### config.mk
export PLATFORM = sky130hd
export DESIGN_NAME = preemptive_priority_scheduler_flat
export DESIGN_NICKNAME = d
export VERILOG_FILES = /design/src/design/ppsch_pkg.sv /design/src/design/ppsch_if.sv /design/src/design/ppsch_ctrl.sv /design/src/design/ppsch_dp.sv /design/src/design/preemptive_priority_scheduler.sv /design/src/flat_wrapper.sv
export VERILOG_INCLUDE_DIRS = /design/src /design/src/design
export SDC_FILE = /design/constraint.sdc
export NUM_CORES = 1
export LEC_CHECK = 0
export BUFFER_PORTS_ARGS = -buffer_cell sky130_fd_sc_hd__buf_4
export CAP_MARGIN = 10
export CORE_MARGIN = 1
export CORE_UTILIZATION = 50
export CTS_CLUSTER_DIAMETER = 80
export CTS_CLUSTER_SIZE = 12
export DETAILED_ROUTE_END_ITERATION = 7
export PLACE_DENSITY = 0.66
export SYNTH_ARGS = -nofsm -noshare
export SYNTH_HDL_FRONTEND = slang
export SYNTH_SLANG_ARGS = --single-unit
### constraint.sdc
create_clock -name i_clk -period 8.2 [get_ports i_clk]
set_clock_uncertainty 0.2 [all_clocks]
set_input_delay 1.64 -clock i_clk [delete_from_list [all_inputs] [get_ports i_clk]]
set_output_delay 1.64 -clock i_clk [all_outputs]
set_load 0.02 [all_outputs]
### src/design/preemptive_priority_scheduler_macros.svh
// assertion macros used by the scheduler controller rtl
// no dependencies; expects i_clk and i_rst_n in the including module
`ifndef PREEMPTIVE_PRIORITY_SCHEDULER_MACROS_SVH
`define PREEMPTIVE_PRIORITY_SCHEDULER_MACROS_SVH

// same-cycle implication, checked out of reset
`define PPSCH_ASSERT_NOW(lbl, ante, cons, msg) \
    lbl: assert property (@(posedge i_clk) disable iff (!i_rst_n) (ante) |-> (cons)) \
        else $error(msg);

// next-cycle implication, checked out of reset
`define PPSCH_ASSERT_NEXT(lbl, ante, cons, msg) \
    lbl: assert property (@(posedge i_clk) disable iff (!i_rst_n) (ante) |=> (cons)) \
        else $error(msg);

`endif

### src/design/ppsch_pkg.sv
// shared constants, codes and structs of the priority scheduler
// no dependencies
package ppsch_pkg;

    localparam int SLOTS = 16;
    localparam int IDX_W = (SLOTS > 1) ? $clog2(SLOTS) : 1;
    localparam int CNT_W = $clog2(SLOTS + 1);

    typedef enum logic [1:0] {
        OP_LOAD  = 2'd0,
        OP_STEP  = 2'd1,
        OP_CLEAR = 2'd2,
        OP_NONE  = 2'd3
    } t_op;

    // one table entry; left is the remaining burst
    typedef struct packed {
        logic [7:0]  task_id;
        logic [15:0] arrival;
        logic [15:0] left;
        logic [7:0]  urgency;
    } t_entry;

    typedef struct packed {
        logic [7:0]  slice_task;
        logic [31:0] slice_start;
        logic [15:0] slice_length;
        logic [7:0]  slice_urgency;
        logic        is_gap;
        logic        all_done;
    } t_slice;

    // controller to datapath
    typedef struct packed {
        logic             load;
        logic             clear;
        logic             scan_start;
        logic             rd_en;
        logic [IDX_W-1:0] rd_addr;
        logic             eval;
        logic [IDX_W-1:0] eval_idx;
        logic             commit;
    } t_cmd;

    // datapath to controller
    typedef struct packed {
        logic [CNT_W-1:0] count;
    } t_status;

endpackage

### src/design/ppsch_if.sv
// valid/ready channels of the priority scheduler
// depends on ppsch_pkg
interface ppsch_in_if;
    logic              valid;
    logic              ready;
    ppsch_pkg::t_op    op;
    logic [7:0]        task_id;
    logic [15:0]       arrival;
    logic [15:0]       burst;
    logic [7:0]        urgency;

    modport source (output valid, op, task_id, arrival, burst, urgency, input ready);
    modport sink   (input valid, op, task_id, arrival, burst, urgency, output ready);
endinterface

interface ppsch_out_if;
    logic        valid;
    logic        ready;
    logic [7:0]  slice_task;
    logic [31:0] slice_start;
    logic [15:0] slice_length;
    logic [7:0]  slice_urgency;
    logic        is_gap;
    logic        all_done;

    modport source (output valid, slice_task, slice_start, slice_length, slice_urgency,
                    is_gap, all_done, input ready);
    modport sink   (input valid, slice_task, slice_start, slice_length, slice_urgency,
                    is_gap, all_done, output ready);
endinterface

### src/design/ppsch_ctrl.sv
// controller fsm: accepts words, sequences the table scan, owns output valid
// depends on ppsch_pkg and preemptive_priority_scheduler_macros.svh
`include "preemptive_priority_scheduler_macros.svh"

module ppsch_ctrl (
    input  logic                i_clk,
    input  logic                i_rst_n,
    input  logic                i_in_valid,
    input  ppsch_pkg::t_op      i_in_op,
    input  logic                i_out_ready,
    input  ppsch_pkg::t_status  i_status,
    output logic                o_in_ready,
    output logic                o_out_valid,
    output ppsch_pkg::t_cmd     o_cmd
);

    typedef enum logic [2:0] {
        ST_IDLE   = 3'b001,
        ST_SCAN   = 3'b010,
        ST_FINISH = 3'b100
    } t_state;

    t_state                        r_state, n_state;
    logic [ppsch_pkg::CNT_W-1:0]   r_idx, n_idx;
    logic                          r_ev, n_ev;
    logic [ppsch_pkg::IDX_W-1:0]   r_ev_idx, n_ev_idx;
    logic                          r_out_valid, n_out_valid;

    always_comb begin
        n_state     = r_state;
        n_idx       = r_idx;
        n_ev        = r_ev;
        n_ev_idx    = r_ev_idx;
        n_out_valid = r_out_valid;
        o_cmd       = '0;
        if (r_out_valid && i_out_ready) begin
            n_out_valid = 1'b0;
        end
        case (r_state)
            ST_IDLE: begin
                if (i_in_valid) begin
                    case (i_in_op)
                        ppsch_pkg::OP_LOAD: begin
                            o_cmd.load = 1'b1;
                        end
                        ppsch_pkg::OP_CLEAR: begin
                            o_cmd.clear = 1'b1;
                        end
                        ppsch_pkg::OP_STEP: begin
                            o_cmd.scan_start = 1'b1;
                            n_idx            = '0;
                            n_ev             = 1'b0;
                            n_state          = ST_SCAN;
                        end
                        default: begin
                        end
                    endcase
                end
            end
            ST_SCAN: begin
                // read issued one cycle, evaluated the next
                o_cmd.eval     = r_ev;
                o_cmd.eval_idx = r_ev_idx;
                if (r_idx < i_status.count) begin
                    o_cmd.rd_en   = 1'b1;
                    o_cmd.rd_addr = r_idx[ppsch_pkg::IDX_W-1:0];
                    n_idx         = r_idx + ppsch_pkg::CNT_W'(1);
                    n_ev          = 1'b1;
                    n_ev_idx      = r_idx[ppsch_pkg::IDX_W-1:0];
                end else begin
                    n_ev = 1'b0;
                    if (!r_ev) begin
                        n_state = ST_FINISH;
                    end
                end
            end
            ST_FINISH: begin
                if (!r_out_valid || i_out_ready) begin
                    o_cmd.commit = 1'b1;
                    n_out_valid  = 1'b1;
                    n_state      = ST_IDLE;
                end
            end
            default: begin
                n_state = ST_IDLE;
            end
        endcase
    end

    assign o_in_ready  = (r_state == ST_IDLE);
    assign o_out_valid = r_out_valid;

    always_ff @(posedge i_clk) begin
        if (!i_rst_n) begin
            r_state     <= ST_IDLE;
            r_idx       <= '0;
            r_ev        <= 1'b0;
            r_ev_idx    <= '0;
            r_out_valid <= 1'b0;
        end else begin
            r_state     <= n_state;
            r_idx       <= n_idx;
            r_ev        <= n_ev;
            r_ev_idx    <= n_ev_idx;
            r_out_valid <= n_out_valid;
        end
    end

    `PPSCH_ASSERT_NOW(a_scan_idx_bound, r_state == ST_SCAN, r_idx <= i_status.count, "scan index past entry count")
    `PPSCH_ASSERT_NEXT(a_read_then_eval, (r_state == ST_SCAN) && (r_idx < i_status.count), r_ev, "table read not followed by evaluation")
    `PPSCH_ASSERT_NEXT(a_commit_sets_valid, o_cmd.commit, r_out_valid, "committed slice not presented")

endmodule

### src/design/ppsch_dp.sv
// datapath: task table memory, best-task search registers, time and output word
// depends on ppsch_pkg
module ppsch_dp (
    input  logic                i_clk,
    input  logic                i_rst_n,
    input  ppsch_pkg::t_cmd     i_cmd,
    input  ppsch_pkg::t_entry   i_load,
    output ppsch_pkg::t_status  o_status,
    output ppsch_pkg::t_slice   o_slice
);

    ppsch_pkg::t_entry             r_mem [ppsch_pkg::SLOTS];
    ppsch_pkg::t_entry             r_rd_data;
    logic [ppsch_pkg::CNT_W-1:0]   r_count;
    logic [31:0]                   r_now;
    logic                          r_found;
    logic                          r_pending;
    ppsch_pkg::t_entry             r_best;
    logic [ppsch_pkg::IDX_W-1:0]   r_pick;
    logic [15:0]                   r_next;
    ppsch_pkg::t_slice             r_slice;

    logic                          w_full;
    logic                          w_load_ok;
    logic                          w_we;
    logic [ppsch_pkg::IDX_W-1:0]   w_waddr;
    ppsch_pkg::t_entry             w_wdata;
    logic                          w_live;
    logic                          w_arrived;
    logic                          w_take;
    logic                          w_later;

    assign w_full    = (r_count == ppsch_pkg::CNT_W'(ppsch_pkg::SLOTS));
    assign w_load_ok = i_cmd.load && !w_full;

    // write port: loads append, a run slice decrements the picked entry
    always_comb begin
        w_wdata = i_load;
        w_waddr = r_count[ppsch_pkg::IDX_W-1:0];
        w_we    = w_load_ok;
        if (i_cmd.commit && r_found) begin
            w_wdata      = r_best;
            w_wdata.left = r_best.left - 16'd1;
            w_waddr      = r_pick;
            w_we         = 1'b1;
        end
    end

    // candidate test on the entry read last cycle
    assign w_live    = (r_rd_data.left != 16'd0);
    assign w_arrived = ({16'd0, r_rd_data.arrival} <= r_now);
    assign w_take    = w_live && w_arrived && (!r_found || (r_rd_data.urgency < r_best.urgency));
    assign w_later   = w_live && !w_arrived && (!r_pending || (r_rd_data.arrival < r_next));

    always_ff @(posedge i_clk) begin
        if (w_we) begin
            r_mem[w_waddr] <= w_wdata;
        end
        if (i_cmd.rd_en) begin
            r_rd_data <= r_mem[i_cmd.rd_addr];
        end
    end

    always_ff @(posedge i_clk) begin
        if (!i_rst_n) begin
            r_count   <= '0;
            r_now     <= '0;
            r_found   <= 1'b0;
            r_pending <= 1'b0;
        end else begin
            if (i_cmd.clear) begin
                r_count <= '0;
                r_now   <= '0;
            end else if (w_load_ok) begin
                r_count <= r_count + ppsch_pkg::CNT_W'(1);
            end
            if (i_cmd.scan_start) begin
                r_found   <= 1'b0;
                r_pending <= 1'b0;
            end else if (i_cmd.eval) begin
                if (w_take) begin
                    r_found <= 1'b1;
                end
                if (w_later) begin
                    r_pending <= 1'b1;
                end
            end
            if (i_cmd.commit) begin
                if (r_found) begin
                    r_now <= r_now + 32'd1;
                end else if (r_pending) begin
                    r_now <= {16'd0, r_next};
                end
            end
        end
    end

    always_ff @(posedge i_clk) begin
        if (i_cmd.eval && w_take) begin
            r_best <= r_rd_data;
            r_pick <= i_cmd.eval_idx;
        end
        if (i_cmd.eval && w_later) begin
            r_next <= r_rd_data.arrival;
        end
        if (i_cmd.commit) begin
            r_slice.slice_start <= r_now;
            if (r_found) begin
                r_slice.slice_task    <= r_best.task_id;
                r_slice.slice_length  <= 16'd1;
                r_slice.slice_urgency <= r_best.urgency;
                r_slice.is_gap        <= 1'b0;
                r_slice.all_done      <= 1'b0;
            end else if (r_pending) begin
                r_slice.slice_task    <= 8'd0;
                r_slice.slice_length  <= r_next - r_now[15:0];
                r_slice.slice_urgency <= 8'd0;
                r_slice.is_gap        <= 1'b1;
                r_slice.all_done      <= 1'b0;
            end else begin
                r_slice.slice_task    <= 8'd0;
                r_slice.slice_length  <= 16'd0;
                r_slice.slice_urgency <= 8'd0;
                r_slice.is_gap        <= 1'b0;
                r_slice.all_done      <= 1'b1;
            end
        end
    end

    assign o_status.count = r_count;
    assign o_slice        = r_slice;

endmodule

### src/design/preemptive_priority_scheduler.sv
// top level of the preemptive priority scheduler: controller plus datapath
// depends on ppsch_pkg, ppsch_if, ppsch_ctrl and ppsch_dp
//
//  channel  | dir | handshake         | word
//  ---------+-----+-------------------+-----------------------------------------------
//  i_in     | in  | valid/ready       | op, task_id, arrival, burst, urgency
//  o_out    | out | valid/ready       | slice_task, slice_start, slice_length,
//           |     |                   | slice_urgency, is_gap, all_done
//
//  load, clear and the unused op are taken in the idle state and give no word
//  a step reads the task table through its single read port, one entry per cycle,
//    evaluates each entry from the registered read data, drains the last
//    evaluation, then commits its word in the finish state
//  reset (synchronous, active low) empties the table and zeroes the time;
//    table contents are unknown until loaded
//  a finished word waits in the output register while further words are taken;
//    a second step holds in its final cycle until the pending word is taken
module preemptive_priority_scheduler (
    input  logic        i_clk,
    input  logic        i_rst_n,
    ppsch_in_if.sink    i_in,
    ppsch_out_if.source o_out
);

    ppsch_pkg::t_cmd    w_cmd;
    ppsch_pkg::t_status w_status;
    ppsch_pkg::t_entry  w_load;
    ppsch_pkg::t_slice  w_slice;
    logic               w_in_ready;
    logic               w_out_valid;

    // incoming task fields map straight onto a table entry
    assign w_load.task_id = i_in.task_id;
    assign w_load.arrival = i_in.arrival;
    assign w_load.left    = i_in.burst;
    assign w_load.urgency = i_in.urgency;

    ppsch_ctrl u_ctrl (
        .i_clk       (i_clk),
        .i_rst_n     (i_rst_n),
        .i_in_valid  (i_in.valid),
        .i_in_op     (i_in.op),
        .i_out_ready (o_out.ready),
        .i_status    (w_status),
        .o_in_ready  (w_in_ready),
        .o_out_valid (w_out_valid),
        .o_cmd       (w_cmd)
    );

    ppsch_dp u_dp (
        .i_clk    (i_clk),
        .i_rst_n  (i_rst_n),
        .i_cmd    (w_cmd),
        .i_load   (w_load),
        .o_status (w_status),
        .o_slice  (w_slice)
    );

    assign i_in.ready          = w_in_ready;
    assign o_out.valid         = w_out_valid;
    assign o_out.slice_task    = w_slice.slice_task;
    assign o_out.slice_start   = w_slice.slice_start;
    assign o_out.slice_length  = w_slice.slice_length;
    assign o_out.slice_urgency = w_slice.slice_urgency;
    assign o_out.is_gap        = w_slice.is_gap;
    assign o_out.all_done      = w_slice.all_done;

endmodule
### src/flat_wrapper.sv
// flat-port wrapper written by rule: the top's interface ports become plain ports
module preemptive_priority_scheduler_flat 
  (i_clk, i_rst_n, i_in_valid, i_in_op, i_in_task_id, i_in_arrival, i_in_burst, i_in_urgency, i_in_ready, o_out_valid, o_out_slice_task, o_out_slice_start, o_out_slice_length, o_out_slice_urgency, o_out_is_gap, o_out_all_done, o_out_ready);
  ppsch_in_if i_in_i ();
  ppsch_out_if o_out_i ();
  input  logic i_clk;
  input  logic i_rst_n;
  input wire logic [$bits(i_in_i.valid)-1:0] i_in_valid;
  input wire logic [$bits(i_in_i.op)-1:0] i_in_op;
  input wire logic [$bits(i_in_i.task_id)-1:0] i_in_task_id;
  input wire logic [$bits(i_in_i.arrival)-1:0] i_in_arrival;
  input wire logic [$bits(i_in_i.burst)-1:0] i_in_burst;
  input wire logic [$bits(i_in_i.urgency)-1:0] i_in_urgency;
  output wire logic [$bits(i_in_i.ready)-1:0] i_in_ready;
  output wire logic [$bits(o_out_i.valid)-1:0] o_out_valid;
  output wire logic [$bits(o_out_i.slice_task)-1:0] o_out_slice_task;
  output wire logic [$bits(o_out_i.slice_start)-1:0] o_out_slice_start;
  output wire logic [$bits(o_out_i.slice_length)-1:0] o_out_slice_length;
  output wire logic [$bits(o_out_i.slice_urgency)-1:0] o_out_slice_urgency;
  output wire logic [$bits(o_out_i.is_gap)-1:0] o_out_is_gap;
  output wire logic [$bits(o_out_i.all_done)-1:0] o_out_all_done;
  input wire logic [$bits(o_out_i.ready)-1:0] o_out_ready;
  assign i_in_i.valid = i_in_valid;
  assign i_in_i.op = i_in_op;
  assign i_in_i.task_id = i_in_task_id;
  assign i_in_i.arrival = i_in_arrival;
  assign i_in_i.burst = i_in_burst;
  assign i_in_i.urgency = i_in_urgency;
  assign i_in_ready = i_in_i.ready;
  assign o_out_valid = o_out_i.valid;
  assign o_out_slice_task = o_out_i.slice_task;
  assign o_out_slice_start = o_out_i.slice_start;
  assign o_out_slice_length = o_out_i.slice_length;
  assign o_out_slice_urgency = o_out_i.slice_urgency;
  assign o_out_is_gap = o_out_i.is_gap;
  assign o_out_all_done = o_out_i.all_done;
  assign o_out_i.ready = o_out_ready;
  preemptive_priority_scheduler u_core (.i_clk(i_clk), .i_rst_n(i_rst_n), .i_in(i_in_i), .o_out(o_out_i));
endmodule
==> results.json, run 1 <==
{
  "synth-xor-area-share_pct": 0.778,
  "cell_internal_pwr_mw": 7.77,
  "cp_num_buf_inv": 3,
  "ys_types": 72,
  "drive_above_1_share_pct": 15.9,
  "postCtsHoldBufs": 0,
  "setup-tns-final_ps": 0,
  "fin_crit_sh_pct": 61.8,
  "synthSimpleGateAreaFrac_pct": 6.88,
  "grt_pass1_vias": 23300,
  "rows": 104,
  "vdd_drop_max_mv": 0.160,
  "pwr-share-comb_pct": 1.4,
  "clockPowerShare_pct": 40.6,
  "wl_per_cell_um": 26.6,
  "synth_seq_cells": 1003,
  "syn_area_um2": 40500,
  "gp_congestion": 0.887,
  "core_um2": 80400,
  "path_clk_slew_ps": 60,
  "tritoncts": "built",
  "syn_inst": 2536,
  "finalWirelength_um": 101000,
  "crit_top_cell": "buf_4",
  "rr_worst_depth": 10,
  "antenna_found_initial": 0,
  "syn_nets": 2653,
  "numCtsBuffers": 94,
  "nets": 2800,
  "synth_async_sr_flop_share_pct": 0,
  "portBuffers": 121,
  "drcViolationCount": 0,
  "drv_cap": 0,
  "wl_met1_um": 41900,
  "seq_area_frac_synth_pct": 73.0,
  "htree_levels": 3,
  "critPathSlowestCell": "nor2_4",
  "crit_type": "in -> reg",
  "setup_viol": 0,
  "die_x_um": 287,
  "dr.pass1.iters": 6,
  "synth_top_cell_area_share_pct": 70.4,
  "path_max_fanout": 33,
  "io_pins": 122,
  "max_freq_ghz": 0.197,
  "fin_crit_ps": 5070,
  "yosys.area_share.adder_pct": 1.96,
  "grt_max_degree": 125,
  "clk_latency_ps": 660,
  "synth_edf_count": 950,
  "finalHoldViolations": 0,
  "grt-ovfl-total": 0,
  "cts_resized": 0,
  "yosys_warnings": 0,
  "cp_cell_sequence": "buf_4 > nor2b_1 > nand2b_1 > clkinv_2 > and2_2 > nor3_1 > a31oi_1 > nor2_4 > buf_4",
  "slew_headroom_pct": 19.6,
  "route.met2.wl_um": 48400,
  "synthFlopType": "edfxtp_1",
  "synth_area_per_cell_um2": 16.0,
  "end_kind": "flop",
  "synth_top_family_by_area": "multiplexers",
  "placed_area_um2": 42800,
  "final_design_area_no_fill_um2": 45400,
  "start_kind": "input pin",
  "synthMuxAreaShare_pct": 8.77,
  "synth_compound_area_share_pct": 6.64,
  "min_to": "u_core.u_dp.r_best[41]",
  "min_from": "u_core.u_dp.r_rd_data[41]",
  "antenna_left": 0,
  "dieArea_um2": 82200,
  "drtIter0Drc": 2634,
  "cp.arrival_ps": 5150,
  "dpl.hpwl_um": 57400,
  "dr_wl_met3_um": 7610,
  "r2r-end": "u_core.u_dp.r_rd_data[47]",
  "grt_pass1_wl_um": 149000,
  "die_h_um": 287,
  "tightest_slew_ps": 1200,
  "seq_power_share_pct": 58.0,
  "clock_sinks": 1003,
  "r2r_start": "u_core.u_ctrl.r_idx[2]",
  "cpLargestDelayFamily": "simple AND/OR/NAND/NOR gates",
  "yosysTopAreaCell": "edfxtp_1",
  "reg2reg_setup_slack_ps": 3130,
  "p_per_area_nw_per_um2": 213,
  "start_util_pct": 50.4,
  "via_per_inst": 6.14,
  "worstHoldPathCells": 0,
  "postCtsSetupBuffers": 0,
  "outcome": "complete, no violations",
  "synth_area_leaders": "edfxtp_1, mux4_2, mux2i_1",
  "hold_class": "reg -> reg",
  "top_layer": "met4",
  "power.switching_mw": 1.89,
  "via_count": 23300,
  "crit_path_max_incr_delay_ps": 800,
  "yosysMostFrequentCell": "edfxtp_1",
  "yosys-top-cells-count": "edfxtp_1, nand2_1, o21ai_0, mux2i_1, nor2_1",
  "root_buffer": "clkbuf_16",
  "cp_data_required_time_ps": 8280,
  "report.final.slew_viol_count": 0,
  "sw_frac_of_total_pct": 19.5,
  "p_leak_nw": 14.8,
  "grt.total_usage_pct": 24.7,
  "cts_buffer_depth": 3,
  "area_delta_synth_final_pct": 12.1,
  "rsz0062_at_grt": "false"
}
-- power groups by stage --
stage	Clock (mW)	Sequential (mW)	Combinational (mW)
after floorplan	0	5.71	0.0654
after global routing	4.14	5.60	0.149
final	3.92	5.60	0.137
after global placement	0	5.71	0.129
after CTS	3.98	5.60	0.137
after detailed placement	0	5.71	0.137
-- metal layers --
| layer | up-vias | GRT usage (%) |
|---|---|---|
| li1 | 10100 | - |
| met2 | 1075 | 40.1 |
| met5 | - | 0 |
| met3 | 179 | 3.47 |
| met4 | 0 | 7.71 |
| met1 | 11900 | 34.6 |
-- cell type report --
class	instances	area, um^2
clock inverter	5	68.8
inverter	63	239
clock buffer	134	2540
tap	1060	1330
timing repair buffer	175	1330
fill	6226	35000
multi-input combinational	1346	10300
antenna	1	2.50
sequential	1003	29600
-- flip-flops by register name (all words and copies together) (netlist names) --
signal,count
u_core.u_ctrl.o_out_valid,1
u_core.u_ctrl.r_state,3
u_core.u_dp.o_slice,66
u_core.u_dp.r_best,48
u_core.u_dp.r_found,1
u_core.u_dp.r_next,16
u_core.u_dp.r_mem,768
u_core.u_dp.r_pending,1
u_core.u_dp.r_pick,4
u_core.u_dp.r_now,32
u_core.u_dp.r_rd_data,48
u_core.u_ctrl.r_ev_idx,4
u_core.u_ctrl.r_ev,1
u_core.u_ctrl.r_idx,5
u_core.u_dp.o_status,5
-- worst reg2reg max path, stage by stage (launching register included) --
cell and delay (ps):
dfxtp_4 810, ha_1 250, nand2_1 50, o21ai_0 230
a21o_2 300, a21o_1 290, clkinv_2 640, o21ai_4 530
buf_4 910, a221oi_1 340, a31o_1 260
-- placed cells by master, fill, tap and decap left out, types with 24 or more instances in the layout --
master,count
a21oi_1,70
a221oi_1,40
a31o_1,24
buf_4,171
clkbuf_1,38
clkbuf_16,96
dfxtp_1,51
edfxtp_1,950
ha_1,62
inv_1,60
mux2_2,24
mux2i_1,112
mux4_2,96
nand2_1,266
nand3_1,83
nor2_1,91
nor2b_1,26
o21ai_0,115
o22ai_1,24
xnor2_1,24
-- through the flow --
stage / worst slack, ps / hold WS (ps) / instances / util, % / power [mW]
2_1_floorplan: 1370 / 200 / 2536 / - / 5.77
3_3_place_gp: 2540 / 207 / 3642 / 53.2 / 5.84
3_5_place_dp: 2520 / 205 / 3645 / 53.2 / 5.85
4_1_cts: 3130 / 219 / 3784 / 56.5 / 9.72
5_1_grt: 2840 / 232 / 3786 / 56.5 / 9.89
6_report: 3130 / 220 / 3787 / 56.5 / 9.66
-- worst max-delay path by stage --
stage | start | endpoint | slack, ps | cells past startpoint
after detailed placement | o_out_ready | u_core.u_dp.r_mem[13][0] | 2520 | 9
final | o_out_ready | u_core.u_dp.r_mem[13][2] | 3130 | 9
after CTS | u_core.u_ctrl.r_idx[2] | u_core.u_dp.r_rd_data[47] | 3130 | 10
after global routing | u_core.u_ctrl.r_idx[2] | u_core.u_dp.r_rd_data[47] | 2840 | 10
after global placement | o_out_ready | u_core.u_dp.r_mem[13][34] | 2540 | 9
after floorplan | o_out_ready | u_core.u_dp.r_mem[11][0] | 1370 | 8
-- cell families (layout without fill, tap and decap cells) --
logic type,count (synthesis),in the layout
AO/OA/AOI/OAI,405,405
XOR/XNOR,36,36
adder cells (fa/ha/maj),63,63
buffers and inverters,187,377
flip-flops,1003,1003
multiplexers,232,232
other,0,1
AND/OR/NAND/NOR,610,610
No activity file was read; power rests on OpenSTA's default activity.
==> run 2: changes to the inputs <==
Clock period 8.2 ns to 4.81 ns, I/O delays scaled along.
==> results.json, run 2 (same netlist as run 1, synthesis figures left out) <==
{
  "cp.arrival_ps": 4050,
  "stdcell_count": 3804,
  "cp_data_required_time_ps": 5010,
  "grt_pass1_wl_um": 148000,
  "wl_met1_um": 41400,
  "setup_slack_ps": 957,
  "p_per_area_nw_per_um2": 359,
  "pre_cts_ws_ps": 743,
  "fin_crit_sh_pct": 80.1,
  "antenna_left": 0,
  "dr.pass1.iters": 5,
  "tightest_slew_ps": 1100,
  "diodes": 0,
  "path_max_fanout": 67,
  "dieArea_um2": 82200,
  "drv_cap": 0,
  "hold_class": "reg -> reg",
  "dr_wl_met3_um": 7130,
  "outcome": "complete, no violations",
  "wl_per_cell_um": 26.4,
  "core_um2": 80400,
  "setup_viol": 0,
  "clock_sinks": 1003,
  "via_per_inst": 6.15,
  "portBuffers": 121,
  "p_leak_nw": 15.0,
  "dp_cells": 3676,
  "postCtsSetupBuffers": 0,
  "start_util_pct": 50.4,
  "grt-ovfl-total": 0,
  "io_pins": 122,
  "drtIter0Drc": 2184,
  "via_count": 23400,
  "tritoncts": "built",
  "path_clk_slew_ps": 60,
  "drcViolationCount": 0,
  "drive_above_1_share_pct": 16.9,
  "end_kind": "flop",
  "postCtsHoldBufs": 0,
  "gp_congestion": 0.886,
  "grt_max_degree": 114,
  "cts_resized": 0,
  "grt.total_usage_pct": 24.5,
  "mostFrequentLayoutCells": "edfxtp_1, nand2_1, buf_4, o21ai_0, mux2i_1",
  "crit_type": "reg -> reg",
  "finalWirelength_um": 100000,
  "numCtsBuffers": 93,
  "largest_reg_flops": 768,
  "slew_headroom_pct": 26.9,
  "area_delta_synth_final_pct": 13.0,
  "finalHoldViolations": 0,
  "rows": 104,
  "final_common_cell": "edfxtp_1",
  "grt_pass1_vias": 23400,
  "nets": 2830,
  "top_layer": "met4",
  "fin_crit_ps": 3850,
  "vdd_drop_max_mv": 0.251,
  "dpl.hpwl_um": 56000,
  "report.final.slew_viol_count": 0,
  "route.met2.wl_um": 49500,
  "start_kind": "flop",
  "die_x_um": 287,
  "htree_levels": 3,
  "die_h_um": 287,
  "root_buffer": "clkbuf_16",
  "max_freq_ghz": 0.260,
  "antenna_found_initial": 1,
  "cts_buffer_depth": 3,
  "rsz0062_at_grt": "false",
  "clk_latency_ps": 670,
  "regMostFlops": "u_core.u_dp.r_mem"
}
## run 2: cell types whose count changed in the layout (fill, tap and decap cells not counted), sizes merged
cell,delta
buf,+31
clkbuf,-14
bufinv,+1
clkinv,-1
clkinvlp,+1
diode,-1
## run 2: layout make-up
cell class              instances  area (um^2)
fillers                      6137        34600
flip-flops and latches       1003        29600
multi-input cells            1346        10300
clock buffers                 120         2470
repair buffers                206         1740
well taps                    1060         1330
inverters                      63          241
clock inverters                 6          121
## run 2: layer usage
metal,global-route usage [%],up-vias
li1,-,10200
met1,33.5,12000
met2,40.9,1052
met3,3.16,148
met4,7.63,0
met5,0,-
## run 2: power by group
group	switching (mW)	internal, mW
Sequential	0.00591	9.54
Combinational	0.169	0.0723
Clock	3.01	3.62
## run 2: per-stage QoR
step                util (%)  cell area (um^2)  total power [mW]  setup TNS (ps)  hold WS (ps)
floorplan                  -             40600              9.84         -593420           200
global placement        53.7             43200              9.96               0           204
detailed placement      53.7             43200              9.97               0           217
CTS                     56.9             45800              16.5               0           224
global route            57.0             45800              16.9               0           228
finish                  57.0             45800              16.4               0           229
## run 2: worst paths after layout
path / from / to / slack (ps) / cells after the start
max: u_core.u_dp.o_status[2] / u_core.u_dp.r_rd_data[23] / 960 / 10
min: u_core.u_dp.r_rd_data[47] / u_core.u_dp.r_best[47] / 230 / 0
max reg2reg: u_core.u_dp.o_status[2] / u_core.u_dp.r_rd_data[23] / 960 / 10
min reg2reg: u_core.u_dp.r_rd_data[47] / u_core.u_dp.r_best[47] / 230 / 0
## run 2: critical path: stages, from the launching register on
cell and delay (ps):
dfxtp_1 380, inv_1 130, ha_1 320, nand2_1 60
o21ai_0 230, a21o_2 310, a211o_4 900, buf_4 440
mux2i_1 240, a221oi_1 110, a31o_1 200
